**config.mk**
```make
export PLATFORM = sky130hd
export DESIGN_NAME = pwm_code_frame_receiver_core_flat
export DESIGN_NICKNAME = d
export VERILOG_FILES = /design/src/rtl/pcfr_pkg.sv /design/src/rtl/pcfr_if.sv /design/src/rtl/pwm_code_frame_receiver_core.sv /design/src/rtl/pcfr_csr.sv /design/src/flat_wrapper.sv
export SDC_FILE = /design/constraint.sdc
export NUM_CORES = 1
export LEC_CHECK = 0
export ABC_AREA = 1
export BUFFER_PORTS_ARGS = -buffer_cell sky130_fd_sc_hd__clkbuf_2
export CELL_PAD_IN_SITES_DETAIL_PLACEMENT = 0
export CELL_PAD_IN_SITES_GLOBAL_PLACEMENT = 1
export CORE_ASPECT_RATIO = 0.9
export CORE_MARGIN = 2
export CORE_UTILIZATION = 41
export CTS_BUF_LIST = sky130_fd_sc_hd__clkbuf_8
export CTS_CLUSTER_SIZE = 10
export DETAILED_ROUTE_END_ITERATION = 8
export GPL_TIMING_DRIVEN = 1
export HOLD_SLACK_MARGIN = 0.05
export PLACE_DENSITY = 0.79
export SYNTH_ARGS = -nofsm -noshare
export SYNTH_HDL_FRONTEND = slang
export SYNTH_SLANG_ARGS = --single-unit
```
**constraint.sdc**
```tcl
create_clock -name clock -period 7.4 [get_ports clock]
set_input_delay 0.37 -clock clock [delete_from_list [all_inputs] [get_ports clock]]
set_output_delay 0.37 -clock clock [all_outputs]
set_load 0.005 [all_outputs]
```
**src/rtl/pcfr_pkg.sv**
```systemverilog
// Shared types and constants for the PWM code frame receiver.
// No dependencies; every file of the block but pcfr_if imports this package.
`default_nettype none

package pcfr_pkg;

   localparam int FRAME_BITS      = 66;
   localparam int BIT_COUNT_WIDTH = 7;
   localparam int CSR_ADDR_WIDTH  = 5;

   typedef enum logic [2:0] {
      REG_SHORT_MIN       = 3'd0,
      REG_PREAMBLE_MAX    = 3'd1,
      REG_HEADER_MIN      = 3'd2,
      REG_HEADER_MAX      = 3'd3,
      REG_BIT_MAX         = 3'd4,
      REG_BIT_SPLIT       = 3'd5,
      REG_PREAMBLE_NEEDED = 3'd6
   } reg_index_type;

   typedef struct packed {
      logic [15:0] short_min_us;
      logic [15:0] preamble_max_us;
      logic [15:0] header_min_us;
      logic [15:0] header_max_us;
      logic [15:0] bit_max_us;
      logic [15:0] bit_split_us;
      logic [4:0]  preamble_needed;
   } cfg_type;

   typedef struct packed {
      logic        frame_done;
      logic        repeat_flag;
      logic        battery_low;
      logic [3:0]  buttons;
      logic [27:0] serial_number;
      logic [31:0] hopping_code;
      logic [63:0] raw_code;
   } rsp_type;

endpackage

`default_nettype wire

```
**src/rtl/pcfr_if.sv**
```systemverilog
// Valid/ready channel interfaces for edge words and frame result words.
// No dependencies.
`default_nettype none

interface pcfr_req_if;
   logic        valid;
   logic        ready;
   logic        edge_level;
   logic [31:0] edge_time_us;

   modport source (output valid, output edge_level, output edge_time_us, input ready);
   modport sink   (input valid, input edge_level, input edge_time_us, output ready);
endinterface

interface pcfr_rsp_if;
   logic        valid;
   logic        ready;
   logic        frame_done;
   logic        repeat_flag;
   logic        battery_low;
   logic [3:0]  buttons;
   logic [27:0] serial_number;
   logic [31:0] hopping_code;
   logic [63:0] raw_code;

   modport source (output valid, output frame_done, output repeat_flag, output battery_low,
                   output buttons, output serial_number, output hopping_code,
                   output raw_code, input ready);
   modport sink   (input valid, input frame_done, input repeat_flag, input battery_low,
                   input buttons, input serial_number, input hopping_code,
                   input raw_code, output ready);
endinterface

`default_nettype wire

```
**src/rtl/pwm_code_frame_receiver_core.sv**
```systemverilog
// Top level of the PWM code frame receiver: edge timing, frame assembly, result buffer.
// Depends on pcfr_pkg, pcfr_if (pcfr_req_if, pcfr_rsp_if) and pcfr_csr.
`default_nettype none

// Takes one edge word per clock while req ready is high and returns exactly one result word
// per edge word. The pulse length, window compares and bit shift are done in the accepting
// cycle and the result is registered in the output register, or in the skid register while
// the output holds a waiting word (one edge per clock sustained while results are accepted).
// A one-word skid register behind the output keeps the input open for one more edge while
// a result waits; req ready drops only when both are full. A result carries frame_done = 1
// and the decoded fields on the edge that completes a 66-bit frame; on every other edge all
// fields are zero. Write the timing registers only while no edge is in flight.
module pwm_code_frame_receiver_core (
   input  wire logic                                 clock,
   input  wire logic                                 reset,
   pcfr_req_if.sink                                  req_chan,
   pcfr_rsp_if.source                                rsp_chan,
   input  wire logic                                 psel,
   input  wire logic                                 penable,
   input  wire logic                                 pwrite,
   input  wire logic [pcfr_pkg::CSR_ADDR_WIDTH-1:0]  paddr,
   input  wire logic [31:0]                          pwdata,
   output logic      [31:0]                          prdata,
   output logic                                      pready
);
   import pcfr_pkg::*;

   cfg_type                    cfg;

   logic [31:0]                last_edge_ff;
   logic [4:0]                 preamble_count_ff;
   logic [4:0]                 preamble_count_in;
   logic                       header_seen_ff;
   logic                       header_seen_in;
   logic [BIT_COUNT_WIDTH-1:0] bit_count_ff;
   logic [BIT_COUNT_WIDTH-1:0] bit_count_in;
   logic [FRAME_BITS-1:0]      frame_ff;
   logic [FRAME_BITS-1:0]      frame_shift;
   logic                       store_bit;

   rsp_type                    result_in;
   rsp_type                    out_ff;
   rsp_type                    skid_ff;
   logic                       out_valid_ff;
   logic                       skid_valid_ff;

   logic [31:0]                pulse;
   logic                       fire_in;
   logic                       fire_out;
   logic                       falling;
   logic                       at_target;
   logic                       preamble_ok;
   logic                       header_ok;
   logic                       bit_ok;
   logic                       bit_value;
   logic [4:0]                 count_plus;

   pcfr_csr u_csr (
      .clock   (clock),
      .reset   (reset),
      .psel    (psel),
      .penable (penable),
      .pwrite  (pwrite),
      .paddr   (paddr),
      .pwdata  (pwdata),
      .prdata  (prdata),
      .pready  (pready),
      .cfg     (cfg)
   );

   assign fire_in        = req_chan.valid && req_chan.ready;
   assign fire_out       = out_valid_ff && rsp_chan.ready;
   assign req_chan.ready = !skid_valid_ff;

   assign pulse       = req_chan.edge_time_us - last_edge_ff;
   assign falling     = !req_chan.edge_level;
   assign at_target   = preamble_count_ff == cfg.preamble_needed;
   assign count_plus  = preamble_count_ff + 5'd1;
   assign preamble_ok = (pulse > {16'd0, cfg.short_min_us}) &&
                        (pulse < {16'd0, cfg.preamble_max_us});
   assign header_ok   = (pulse > {16'd0, cfg.header_min_us}) &&
                        (pulse < {16'd0, cfg.header_max_us});
   assign bit_ok      = (pulse > {16'd0, cfg.short_min_us}) &&
                        (pulse < {16'd0, cfg.bit_max_us}) &&
                        (bit_count_ff < BIT_COUNT_WIDTH'(FRAME_BITS));
   assign bit_value   = !(pulse > {16'd0, cfg.bit_split_us});
   assign frame_shift = {bit_value, frame_ff[FRAME_BITS-1:1]};

   always_comb begin
      preamble_count_in = preamble_count_ff;
      header_seen_in    = header_seen_ff;
      bit_count_in      = bit_count_ff;
      store_bit         = 1'b0;
      result_in         = '0;
      if (preamble_count_ff < cfg.preamble_needed) begin
         if (falling) begin
            if (preamble_ok) begin
               preamble_count_in = count_plus;
            end else begin
               preamble_count_in = 5'd0;
               header_seen_in    = 1'b0;
            end
         end
      end else if (at_target) begin
         if (!falling && header_ok) begin
            header_seen_in = 1'b1;
            bit_count_in   = '0;
         end else if (header_seen_ff && falling) begin
            if (bit_ok) begin
               store_bit    = 1'b1;
               bit_count_in = bit_count_ff + BIT_COUNT_WIDTH'(1);
               if (bit_count_in == BIT_COUNT_WIDTH'(FRAME_BITS)) begin
                  result_in.frame_done    = 1'b1;
                  result_in.repeat_flag   = frame_shift[65];
                  result_in.battery_low   = frame_shift[64];
                  result_in.buttons       = {frame_shift[60], frame_shift[63],
                                             frame_shift[62], frame_shift[61]};
                  result_in.serial_number = frame_shift[59:32];
                  result_in.hopping_code  = frame_shift[31:0];
                  result_in.raw_code      = frame_shift[63:0];
                  preamble_count_in       = 5'd0;
                  header_seen_in          = 1'b0;
               end
            end else begin
               preamble_count_in = 5'd0;
               header_seen_in    = 1'b0;
            end
         end
      end
   end

   always_ff @(posedge clock) begin
      if (reset) begin
         last_edge_ff      <= 32'd0;
         preamble_count_ff <= 5'd0;
         header_seen_ff    <= 1'b0;
         bit_count_ff      <= '0;
         out_valid_ff      <= 1'b0;
         skid_valid_ff     <= 1'b0;
      end else begin
         if (fire_in) begin
            last_edge_ff      <= req_chan.edge_time_us;
            preamble_count_ff <= preamble_count_in;
            header_seen_ff    <= header_seen_in;
            bit_count_ff      <= bit_count_in;
         end
         if (fire_out || !out_valid_ff) begin
            if (skid_valid_ff) begin
               out_valid_ff  <= 1'b1;
               skid_valid_ff <= 1'b0;
            end else begin
               out_valid_ff <= fire_in;
            end
         end else if (fire_in) begin
            skid_valid_ff <= 1'b1;
         end
      end
   end

   always_ff @(posedge clock) begin
      if (fire_in && store_bit) begin
         frame_ff <= frame_shift;
      end
      if (fire_out || !out_valid_ff) begin
         if (skid_valid_ff) begin
            out_ff <= skid_ff;
         end else begin
            out_ff <= result_in;
         end
      end else if (fire_in) begin
         skid_ff <= result_in;
      end
   end

   assign rsp_chan.valid         = out_valid_ff;
   assign rsp_chan.frame_done    = out_ff.frame_done;
   assign rsp_chan.repeat_flag   = out_ff.repeat_flag;
   assign rsp_chan.battery_low   = out_ff.battery_low;
   assign rsp_chan.buttons       = out_ff.buttons;
   assign rsp_chan.serial_number = out_ff.serial_number;
   assign rsp_chan.hopping_code  = out_ff.hopping_code;
   assign rsp_chan.raw_code      = out_ff.raw_code;

`ifndef SYNTH
   a_skid_behind_out: assert property (@(posedge clock) disable iff (reset)
      skid_valid_ff |-> out_valid_ff)
      else $error("skid word held while output register empty");

   a_frame_clears_sync: assert property (@(posedge clock) disable iff (reset)
      fire_in && result_in.frame_done |=> preamble_count_ff == 5'd0 && !header_seen_ff)
      else $error("preamble or header state survived a completed frame");

   a_idle_result_zero: assert property (@(posedge clock) disable iff (reset)
      out_valid_ff && !out_ff.frame_done |-> out_ff.raw_code == 64'd0 &&
         out_ff.serial_number == 28'd0 && out_ff.buttons == 4'd0)
      else $error("nonzero fields on a word without a frame");

   a_bit_count_range: assert property (@(posedge clock) disable iff (reset)
      bit_count_ff <= BIT_COUNT_WIDTH'(FRAME_BITS))
      else $error("bit count beyond frame length");
`endif

endmodule

`default_nettype wire

```
**src/rtl/pcfr_csr.sv**
```systemverilog
// APB-style register block holding the pulse timing windows and preamble length.
// Depends on pcfr_pkg.
`default_nettype none

module pcfr_csr (
   input  wire logic                                 clock,
   input  wire logic                                 reset,
   input  wire logic                                 psel,
   input  wire logic                                 penable,
   input  wire logic                                 pwrite,
   input  wire logic [pcfr_pkg::CSR_ADDR_WIDTH-1:0]  paddr,
   input  wire logic [31:0]                          pwdata,
   output logic      [31:0]                          prdata,
   output logic                                      pready,
   output pcfr_pkg::cfg_type                         cfg
);
   import pcfr_pkg::*;

   cfg_type       cfg_ff;
   cfg_type       cfg_in;
   reg_index_type reg_index;
   logic          write_en;

   assign reg_index = reg_index_type'(paddr[CSR_ADDR_WIDTH-1:2]);
   assign write_en  = psel && penable && pwrite;
   assign pready    = 1'b1;
   assign cfg       = cfg_ff;

   always_comb begin
      cfg_in = cfg_ff;
      if (write_en) begin
         unique case (reg_index)
            REG_SHORT_MIN:       cfg_in.short_min_us    = pwdata[15:0];
            REG_PREAMBLE_MAX:    cfg_in.preamble_max_us = pwdata[15:0];
            REG_HEADER_MIN:      cfg_in.header_min_us   = pwdata[15:0];
            REG_HEADER_MAX:      cfg_in.header_max_us   = pwdata[15:0];
            REG_BIT_MAX:         cfg_in.bit_max_us      = pwdata[15:0];
            REG_BIT_SPLIT:       cfg_in.bit_split_us    = pwdata[15:0];
            REG_PREAMBLE_NEEDED: cfg_in.preamble_needed = pwdata[4:0];
            default:             cfg_in = cfg_ff;
         endcase
      end
   end

   always_comb begin
      unique case (reg_index)
         REG_SHORT_MIN:       prdata = {16'd0, cfg_ff.short_min_us};
         REG_PREAMBLE_MAX:    prdata = {16'd0, cfg_ff.preamble_max_us};
         REG_HEADER_MIN:      prdata = {16'd0, cfg_ff.header_min_us};
         REG_HEADER_MAX:      prdata = {16'd0, cfg_ff.header_max_us};
         REG_BIT_MAX:         prdata = {16'd0, cfg_ff.bit_max_us};
         REG_BIT_SPLIT:       prdata = {16'd0, cfg_ff.bit_split_us};
         REG_PREAMBLE_NEEDED: prdata = {27'd0, cfg_ff.preamble_needed};
         default:             prdata = 32'd0;
      endcase
   end

   always_ff @(posedge clock) begin
      if (reset) begin
         cfg_ff.short_min_us    <= 16'd280;
         cfg_ff.preamble_max_us <= 16'd620;
         cfg_ff.header_min_us   <= 16'd2800;
         cfg_ff.header_max_us   <= 16'd6200;
         cfg_ff.bit_max_us      <= 16'd1240;
         cfg_ff.bit_split_us    <= 16'd560;
         cfg_ff.preamble_needed <= 5'd12;
      end else begin
         cfg_ff <= cfg_in;
      end
   end

endmodule

`default_nettype wire

```
**src/flat_wrapper.sv**
```systemverilog
// flat-port wrapper written by rule: the top's interface ports become plain ports
module pwm_code_frame_receiver_core_flat import pcfr_pkg::*;
  (clock, reset, psel, penable, pwrite, paddr, pwdata, prdata, pready, req_chan_valid, req_chan_edge_level, req_chan_edge_time_us, req_chan_ready, rsp_chan_valid, rsp_chan_frame_done, rsp_chan_repeat_flag, rsp_chan_battery_low, rsp_chan_buttons, rsp_chan_serial_number, rsp_chan_hopping_code, rsp_chan_raw_code, rsp_chan_ready);
  pcfr_req_if req_chan_i ();
  pcfr_rsp_if rsp_chan_i ();
  input  wire logic clock;
  input  wire logic reset;
  input  wire logic psel;
  input  wire logic penable;
  input  wire logic pwrite;
  input  wire logic [pcfr_pkg::CSR_ADDR_WIDTH-1:0] paddr;
  input  wire logic [31:0] pwdata;
  output logic      [31:0] prdata;
  output logic pready;
  input wire logic [$bits(req_chan_i.valid)-1:0] req_chan_valid;
  input wire logic [$bits(req_chan_i.edge_level)-1:0] req_chan_edge_level;
  input wire logic [$bits(req_chan_i.edge_time_us)-1:0] req_chan_edge_time_us;
  output wire logic [$bits(req_chan_i.ready)-1:0] req_chan_ready;
  output wire logic [$bits(rsp_chan_i.valid)-1:0] rsp_chan_valid;
  output wire logic [$bits(rsp_chan_i.frame_done)-1:0] rsp_chan_frame_done;
  output wire logic [$bits(rsp_chan_i.repeat_flag)-1:0] rsp_chan_repeat_flag;
  output wire logic [$bits(rsp_chan_i.battery_low)-1:0] rsp_chan_battery_low;
  output wire logic [$bits(rsp_chan_i.buttons)-1:0] rsp_chan_buttons;
  output wire logic [$bits(rsp_chan_i.serial_number)-1:0] rsp_chan_serial_number;
  output wire logic [$bits(rsp_chan_i.hopping_code)-1:0] rsp_chan_hopping_code;
  output wire logic [$bits(rsp_chan_i.raw_code)-1:0] rsp_chan_raw_code;
  input wire logic [$bits(rsp_chan_i.ready)-1:0] rsp_chan_ready;
  assign req_chan_i.valid = req_chan_valid;
  assign req_chan_i.edge_level = req_chan_edge_level;
  assign req_chan_i.edge_time_us = req_chan_edge_time_us;
  assign req_chan_ready = req_chan_i.ready;
  assign rsp_chan_valid = rsp_chan_i.valid;
  assign rsp_chan_frame_done = rsp_chan_i.frame_done;
  assign rsp_chan_repeat_flag = rsp_chan_i.repeat_flag;
  assign rsp_chan_battery_low = rsp_chan_i.battery_low;
  assign rsp_chan_buttons = rsp_chan_i.buttons;
  assign rsp_chan_serial_number = rsp_chan_i.serial_number;
  assign rsp_chan_hopping_code = rsp_chan_i.hopping_code;
  assign rsp_chan_raw_code = rsp_chan_i.raw_code;
  assign rsp_chan_i.ready = rsp_chan_ready;
  pwm_code_frame_receiver_core u_core (.clock(clock), .reset(reset), .req_chan(req_chan_i), .rsp_chan(rsp_chan_i), .psel(psel), .penable(penable), .pwrite(pwrite), .paddr(paddr), .pwdata(pwdata), .prdata(prdata), .pready(pready));
endmodule
```
==> impl_metrics.json <==
{
  "outcome": "finished clean",
  "ir_drop_mv": 0.119,
  "synth-simple-area-share_pct": 19.3,
  "yosys_warnings": 0,
  "maxSlewViolCount": 0,
  "clkTransAtPathRegs_ns": 0.06,
  "critPathTopFamily": "simple AND/OR/NAND/NOR gates",
  "cts_buffer_depth": 3,
  "seqPwrFrac_pct": 43.2,
  "grt_start_max_net_pins": 102,
  "synth-xor-area-share_pct": 1.01,
  "avgSynthCellArea_um2": 8.36,
  "finalClockSkew_ns": 0.0346,
  "p_comb_share_pct": 18.3,
  "most-common-layout-cells": "nand2_1 (466), inv_1 (383), clkbuf_2 (207)",
  "r2r-start": "u_core.last_edge_ff[0]",
  "placed_cell_area_um2": 20200,
  "grt-ovfl-total": 0,
  "synthAdderAreaFrac_pct": 8.75,
  "cpPeakStageDelay_ns": 0.69,
  "worstSetupPathType": "in2reg",
  "io_pins": 243,
  "path_max_fanout": 65,
  "antenna_found_initial": 0,
  "hold_depth": 3,
  "finalHoldViolations": 0,
  "worst_path_most_repeated_cell": "nand2_1",
  "grt_pass1_wl_um": 78600,
  "min_from": "pwdata[12]",
  "synth_area_leaders": "edfxtp_1 (31%), dfxtp_1 (16%), nand2_1 (9.2%), ha_1 (8.6%), inv_1 (7.1%)",
  "synth_top_area_cell": "edfxtp_1",
  "fin_crit_sh_pct": 69.6,
  "finalSetupTns_ns": 0,
  "place.gp.congestion": 0.903,
  "slew_headroom_pct": 35.7,
  "synth.mux.area_fraction_pct": 0,
  "finalCoreUtilization_pct": 47.3,
  "root_buffer": "clkbuf_8",
  "final_period_minus_worst_setup_slack_ns": 5.15,
  "syn_area_um2": 19100,
  "ys_types": 53,
  "ff2ff_setup_slack_ns": 2.42,
  "fin_nets": 2685,
  "netSwitchingPower_w": 0.00141,
  "first_pass_iters": 5,
  "timing.rr.end": "u_core.frame_ff[53]",
  "rsz0062_at_grt": "no",
  "fin_cells": 3142,
  "fillers": 4480,
  "cts.sinks": 347,
  "start_kind": "input pin",
  "synth_seq_cells": 347,
  "vias_per_cell": 4.96,
  "h-tree-depth": 2,
  "routedWlPerCell_um": 15.9,
  "cts_tree": "yes",
  "io_buffers": 207,
  "synth-edff-count": 199,
  "dieArea_um2": 48300,
  "worst_slew_pin_slew_ns": 0.964,
  "hold_class": "in2reg",
  "max_clock_freq_ghz": 0.194,
  "area_growth_syn_to_layout_pct": 14.7,
  "numCtsBuffers": 61,
  "placedCellCount": 2988,
  "min_to": "u_core.u_csr.cfg[49]",
  "crit_chain": "dlygate4sd3_1 -> clkbuf_2 -> inv_1 -> ha_1 -> fa_1 -> inv_1 -> nand2_1 -> nand3_2 -> nand2_1 -> nand2_2 -> xor2_1 -> ha_1 -> nand2_1 -> inv_1 -> nand3_1 -> nor3_1 -> nand2_1 -> nand2_1 -> nand3b_1 -> nor2_1 -> nand3_2 -> nor3_4 -> buf_4",
  "grt_use_total_pct": 20.5,
  "multi_input_area_um2": 7910,
  "drc": 0,
  "synth_ff_type": "edfxtp_1",
  "drive_gt1_share_pct": 14.9,
  "maxCapViolations": 0,
  "seqCellArea_um2": 8940,
  "crit_slowest_cell": "buf_4",
  "drt_wl_total_um": 49900,
  "clock_latency_ns": 0.66,
  "synth-compound-area-share_pct": 11.8,
  "die_width_um": 232,
  "final_common_cell": "nand2_1",
  "critical_path_arrival_ns": 5.40,
  "async_flop_share_pct": 0,
  "p_leak_nw": 10.3,
  "reg2regPathDepth": 20,
  "postSynthCellCount": 2284,
  "finalSetupViolCount": 0,
  "drtIter0Drc": 1134,
  "die_y_um": 209,
  "clockPowerShare_pct": 38.5,
  "switching_share_pct": 28.9,
  "core_area_um2": 46300,
  "power.density_nw_per_um2": 222,
  "num_vias": 15600,
  "p_int_w": 0.00346,
  "post_cts_buffers": 0,
  "synth_top_family_by_area": "simple AND/OR/NAND/NOR gates",
  "row_count": 75,
  "cp-end-kind": "flop",
  "yosysSeqAreaShare_pct": 46.8,
  "hold_ws_ns": 0.0987,
  "hpwl_um": 34600,
  "start_util_pct": 41.3,
  "synth_top_area_share_pct": 31.3,
  "ant_nets": 0,
  "crit_buf_inv": 6,
  "grt_pass1_vias": 14600,
  "final_cell_area_um2": 21900,
  "cp_data_required_time_ns": 7.65,
  "cts_resized": 0
}
logic make-up after synthesis:
kind of cell	count (synthesis)
buffers and inverters	526
DFF	347
adders and majority gates	133
xor gates and xnor gates	22
other	2
AOI/OAI and AO/OA	402
and+or+nand+nor	852
worst register-to-register path: stages (launching register included):
cell,delay [ns]
dfxtp_1,0.31
ha_1,0.20
fa_1,0.45
inv_1,0.10
nand2_1,0.07
nand3_2,0.09
nand2_1,0.07
nand2_2,0.12
xor2_1,0.62
ha_1,0.22
nand2_1,0.06
inv_1,0.10
nand3_1,0.09
nor3_1,0.31
nand2_1,0.10
nand2_1,0.09
nand3b_1,0.07
nor2_1,0.38
nand3_2,0.23
nor3_4,0.16
buf_4,0.69
worst max-delay path by stage:
stage / from / endpoint / slack (ns) / depth (start not counted)
final: req_chan_edge_time_us[0] / u_core.frame_ff[53] / 2.25 / 23
after global routing: req_chan_edge_time_us[0] / u_core.rsp_chan.buttons[2] / 1.80 / 25
after CTS: req_chan_edge_time_us[0] / u_core.frame_ff[3] / 2.28 / 23
after detailed placement: req_chan_edge_time_us[0] / u_core.frame_ff[19] / 2.11 / 22
after global placement: req_chan_edge_time_us[0] / u_core.frame_ff[18] / 2.19 / 22
after floorplan: req_chan_edge_time_us[0] / u_core.frame_ff[10] / 1.61 / 20
sequential cells by signal, indices dropped and copies added (netlist names), 5 cells and up:
name	flops
u_core.skid_ff	67
u_core.frame_ff	65
u_core.preamble_count_ff	5
u_core.bit_count_ff	7
u_core.last_edge_ff	32
u_core.u_csr.cfg	101
u_core.rsp_chan.raw_code	63
cell type report:
| class | instances | area share, % |
|---|---|---|
| clock buffers | 72 | 4.52 |
| diodes | 1 | 0.0114 |
| well taps | 616 | 3.52 |
| inverters | 373 | 6.39 |
| multi-input cells | 1426 | 36.1 |
| flip-flops and latches | 347 | 40.8 |
| repair buffers | 266 | 7.21 |
| clock inverters | 41 | 1.42 |
timing repair:
action                                  in CTS  in global routing
hold buffers                                40                  0
endpoints found under the setup margin       0                  0
endpoints found under the hold margin       50                  0
cell usage after synthesis (5+ instances only):
library cell and instances:
clkinv_1 5, and2_1 6, a21oi_1 184, dfxtp_1 148, ha_1 132, a221oi_1 11
edfxtp_1 199, nand3b_1 6, nand2_1 469, nor2_1 154, o22ai_1 11, nor3_1 16
inv_2 7, o221ai_1 17, nand3_1 121, clkbuf_1 58, nand2_2 17, xor2_1 17
nand3_2 6, buf_4 86, or2_2 5, o21ai_0 133, nand4_1 28, xnor2_1 5
buf_6 6, nor2_2 9, o211ai_1 23, a211oi_1 5, inv_1 361, nor3_2 5
metrics by stage:
step                worst slack, ns  power [W]
CTS                            2.28    0.00492
floorplan                      1.61    0.00275
finish                         2.25    0.00487
global route                   1.80    0.00513
global placement               2.19    0.00300
detailed placement             2.11    0.00301
routing by layer:
| metal | part of all wire [%] | track usage [%] | vias to the layer above |
|---|---|---|---|
| met1 | 46 | 28.6 | 7114 |
| met5 | 0 | 0 | - |
| met4 | 2.7 | 6.94 | 0 |
| met3 | 6.7 | 3.43 | 95 |
| met2 | 45 | 32.3 | 541 |
| li1 | - | - | 7841 |
power by group through the flow:
stage	logic, W	registers [W]	clock network, W
floorplan	0.000601	0.00215	0
global placement	0.000854	0.00214	0
detailed placement	0.000867	0.00215	0
CTS	0.000889	0.00211	0.00193
global route	0.00101	0.00211	0.00201
finish	0.000892	0.00210	0.00187
No activity file was read; power rests on OpenSTA's default activity.
